==> src/rtl/npc_pkg.sv <==
// Shared types, constants and a helper function for the nearest palette colour search.
package npc_pkg;

	// Field widths of the item and the result.
	localparam int COLOR_W = 24;
	localparam int CHAN_W  = 8;
	localparam int INDEX_W = 8;
	localparam int SIZE_W  = 9;

	// Squared distance over three channels never exceeds 3 * 255 * 255.
	localparam int SQ_W   = 2 * CHAN_W;
	localparam int DIST_W = 18;
	localparam logic [DIST_W-1:0] DIST_BOUND = 18'd195075;

	// Default palette depth.
	localparam int PALETTE_DEPTH_DEF = 256;

	// Item modes.
	localparam logic MODE_LOAD  = 1'b0;
	localparam logic MODE_QUERY = 1'b1;

	// Control states of the search sequencer.
	typedef enum logic [1:0] {
		ST_IDLE,
		ST_SCAN,
		ST_FINISH
	} npc_state_t;

	// Square of the absolute difference of two channel values.
	function automatic logic [SQ_W-1:0] chan_sq(input logic [CHAN_W-1:0] a,
		input logic [CHAN_W-1:0] b);
		logic [CHAN_W-1:0] d;
		d = (a > b) ? (a - b) : (b - a);
		return {{CHAN_W{1'b0}}, d} * {{CHAN_W{1'b0}}, d};
	endfunction

endpackage

==> src/rtl/npc_best.sv <==
// Distance stage and running best-candidate tracker for the palette search.
module npc_best
	import npc_pkg::*;
#(
	parameter int AW = 8
) (
	input  logic               clk,
	input  logic               arst_n,
	input  logic               start,
	input  logic               cand_valid,
	input  logic [AW-1:0]      cand_idx,
	input  logic [COLOR_W-1:0] cand_color,
	input  logic [COLOR_W-1:0] query_color,
	output logic [AW-1:0]      best_idx,
	output logic               busy
);

	logic [SQ_W-1:0]   r_sq_s2;
	logic [SQ_W-1:0]   g_sq_s2;
	logic [SQ_W-1:0]   b_sq_s2;
	logic [AW-1:0]     idx_s2;
	logic              vld_s2;
	logic [DIST_W-1:0] dist_sum;
	logic [DIST_W-1:0] best_dist_q;
	logic [AW-1:0]     best_idx_q;

	// Valid flag of the squaring stage.
	always_ff @(posedge clk or negedge arst_n) begin
		if (!arst_n) begin
			vld_s2 <= 1'b0;
		end else begin
			vld_s2 <= cand_valid;
		end
	end

	// Per-channel squared differences, one register stage after the memory read.
	always_ff @(posedge clk) begin
		r_sq_s2 <= chan_sq(cand_color[7:0], query_color[7:0]);
		g_sq_s2 <= chan_sq(cand_color[15:8], query_color[15:8]);
		b_sq_s2 <= chan_sq(cand_color[23:16], query_color[23:16]);
		idx_s2  <= cand_idx;
	end

	// Sum of the three squares.
	assign dist_sum = DIST_W'(r_sq_s2) + DIST_W'(g_sq_s2) + DIST_W'(b_sq_s2);

	// An entry with a strictly smaller distance replaces the best so far, so ties keep the earlier entry.
	always_ff @(posedge clk) begin
		if (start) begin
			best_dist_q <= DIST_BOUND;
			best_idx_q  <= '0;
		end else if (vld_s2 && (dist_sum < best_dist_q)) begin
			best_dist_q <= dist_sum;
			best_idx_q  <= idx_s2;
		end
	end

	assign best_idx = best_idx_q;
	assign busy     = vld_s2;

endmodule

==> config.mk <==
export PLATFORM = sky130hd
export DESIGN_NAME = npc_best
export DESIGN_NICKNAME = d
export VERILOG_FILES = /design/src/rtl/npc_pkg.sv /design/src/rtl/npc_best.sv
export SDC_FILE = /design/constraint.sdc
export NUM_CORES = 1
export LEC_CHECK = 0
export ABC_AREA = 1
export BUFFER_PORTS_ARGS = -buffer_cell sky130_fd_sc_hd__buf_2
export CAP_MARGIN = 25
export CORE_ASPECT_RATIO = 1.5
export CORE_MARGIN = 5
export CORE_UTILIZATION = 54
export DETAILED_ROUTE_END_ITERATION = 10
export PLACE_DENSITY = 0.72
export SYNTH_ARGS = -nofsm -noshare
export SYNTH_HDL_FRONTEND = slang
export SYNTH_SLANG_ARGS = --single-unit
export TNS_END_PERCENT = 20
==> constraint.sdc <==
create_clock -name clk -period 2.95 [get_ports clk]
set_input_delay 0.295 -clock clk [delete_from_list [all_inputs] [get_ports clk]]
set_output_delay 0.295 -clock clk [all_outputs]
set_load 0.005 [all_outputs]
==> impl_metrics.ini <==
[critical_path]
cp.arrival_ns = 5.14
crit_fanout = 5
r2r_cells = 18
worstPathRequired_ns = 3.22
r2r_setup_slack_ns = -0.58
worstSetupPathType = in -> reg
endpoint_kind = flop
timing.rr.end = best_dist_q[10]
regToRegStartpoint = g_sq_s2[10]
cp-start-kind = input port

[final_layout]
synthToLayoutAreaGrowth_pct = 47.3
num_antenna_cells = 0
n_fill_cell = 1151
nNetsFinal = 2170
drive_above_1_share_pct = 41.2

[synth]
synth_top_cell_area_share_pct = 19.3
yosys-top-cells-area = ha_1, fa_1, dfxtp_1
synth_edf_count = 0
async_flop_share_pct = 1.25
ys_warn_count = 0
ys_ff_latch = 80
ys_types = 42
syn_area_per_cell_um2 = 7.52
synth_seq_area_share_pct = 14.8
yosysMostFrequentCell = nand2_1
synth_top_flop_cell = dfxtp_1
postSynthCellCount = 1446
netlist.top_cell.by_area = ha_1
synth_common_cells = nand2_1, inv_1, ha_1
syn_area_um2 = 10900

[global_route]
antenna_found_initial = 0
grtUsageMet3_pct = 2.76
busiest_layer = met2
grt_max_degree = 25
grtUsageMet1_pct = 23.8
met2_usage_pct = 50.8
grt_pass1_vias = 11300
grt_overflow = 0
grt_usage_pct = 24.6
grt_pass1_wl_um = 47900

[route]
vias = 10900
ant_nets = 0
wire_per_inst_um = 15.2
drc = 0
dr.first_iter.drc_count = 349
firstDrtPassIters = 5
via_per_inst = 5.16
drt_wl_total_um = 32000

[timing]
slew_violations = 0
min_period_ns = 4.87
fmax_mhz = 205
worst_slack_ns = -1.92
hold_violations = 0
rsz0062_at_grt = true
fin_skew_ns = 0.00675
finalCritPeriodShare_pct = 165
setup_tns_ns = -68.02
setup_violations = 62

[placed_design]
place.gp.congestion = 0.895
detailed_place_hpwl_um = 22300
io_buffers = 68

[die]
die_area_um2 = 23100
die_w_um = 126
initial_core_util_pct = 54.9
boundaryPins = 69
rows = 63
core_um2 = 19800
die_h_um = 184

[status]
status = complete, but fails checks
violations = negative setup slack

[run]
maxCapViolations = 0

[worst_hold_path]
whs_path_depth = 1
worstHoldStart = cand_idx[6]
hold-path-endpoint = idx_s2[6]
hp-class = in -> reg

[cts]
cts.path.max_buffers = 2
cts_sinks = 80
cts_root_buf = clkbuf_16
tritoncts = yes
cts_buffers = 9
path_clk_slew_ns = 0.06
htreeDepth = 3
clkLatencyLatePin_ns = 0.34
## flip-flops by register name (all words and copies together), names as in the netlist
name / cells
b_sq_s2: 15
best_dist_q: 18
best_idx: 8
busy: 1
g_sq_s2: 15
idx_s2: 8
r_sq_s2: 15
## per-layer routing
metal / up-vias / routed length (µm)
met5: - / 0
met4: 0 / 2230
met3: 157 / 984
met2: 323 / 17900
met1: 5159 / 10900
li1: 5257 / -
## worst max-delay path, cell delays in order
cell	delay, ns
buf_8	0.09
inv_8	0.03
ha_4	0.14
fa_2	0.37
inv_2	0.08
nand2_2	0.08
nand3_4	0.08
nand2_4	0.07
a21boi_4	0.25
nand2_2	0.11
nand2_4	0.11
buf_4	0.12
nand2_1	0.07
fa_1	0.50
inv_2	0.05
fa_1	0.49
fa_1	0.58
inv_2	0.05
fa_1	0.49
inv_2	0.05
ha_4	0.28
nand2_1	0.07
inv_2	0.07
nand2_2	0.07
o21ai_4	0.20
nand3_1	0.13
nand2_2	0.09
xor2_2	0.14
## area by class of cell
class | count | area, µm² | area share, %
flip-flops and latches | 80 | 1610 | 10.0
well taps | 260 | 325 | 2.03
clock inverters | 6 | 50.0 | 0.313
clock buffers | 10 | 239 | 1.49
repair buffers | 400 | 2980 | 18.6
inverters | 312 | 1240 | 7.77
multi-input cells | 1042 | 9570 | 59.7
## cells in the final DEF, fill, tap and decap left out, types with 20 or more instances in the layout
cell type	netlist	final
buf_4	4	310
inv_1	298	248
nand2_1	304	235
ha_1	168	129
fa_1	97	81
nor2_1	107	80
dfxtp_1	79	77
a21oi_1	103	76
buf_2	7	63
nand2_2	22	59
inv_2	12	49
nand3_1	49	41
xor2_1	49	41
nand2_4	11	41
ha_4	0	37
buf_6	1	21
a21oi_2	0	20
nor2_4	3	20
## cell families (layout without fill, tap and decap cells)
family | count (synthesis) | count (layout) | share of synthesized area [%]
AO/OA/AOI/OAI | 180 | 180 | 9.62
adder cells (fa/ha/maj) | 265 | 265 | 37.2
buffers and inverters | 327 | 728 | 11.6
XOR/XNOR | 76 | 76 | 6.19
AND/OR/NAND/NOR | 516 | 518 | 20.5
flip-flops | 80 | 80 | 14.8
other | 2 | 3 | 0.0691
## metrics by stage
step	instances	util, %	setup slack [ns]	instance area, µm²	hold slack (ns)
after floorplan	1447	-	-1.84	11500	-0.000591
after global placement	2060	72.4	-2.15	14300	0.0691
after detailed placement	2060	72.4	-2.25	14300	0.0737
after CTS	2095	77.3	-1.73	15300	0.0464
after global routing	2110	80.9	-2.09	16000	0.0441
final	2110	80.9	-1.92	16000	0.0524
## repair_timing
item / CTS / global route
resized for setup: 129 / 125
buffers inserted: 16 / 15
hold buffers: 1 / 0
endpoints found under the setup margin: 62 / 62
pin swaps: 89 / 64
endpoints found under the hold margin: 1 / 0
cloned: 2 / 0
## worst max path at each step
| stage | start | end |
|---|---|---|
| detailed placement | cand_color[8] | g_sq_s2[15] |
| CTS | cand_color[16] | b_sq_s2[13] |
| finish | cand_color[16] | b_sq_s2[13] |
| floorplan | cand_color[16] | b_sq_s2[15] |
| global route | cand_color[16] | b_sq_s2[13] |
| global placement | cand_color[8] | g_sq_s2[15] |
Power is not shown: default switching activity piles up to over one toggle a cycle in this logic, so the estimate is an artifact.
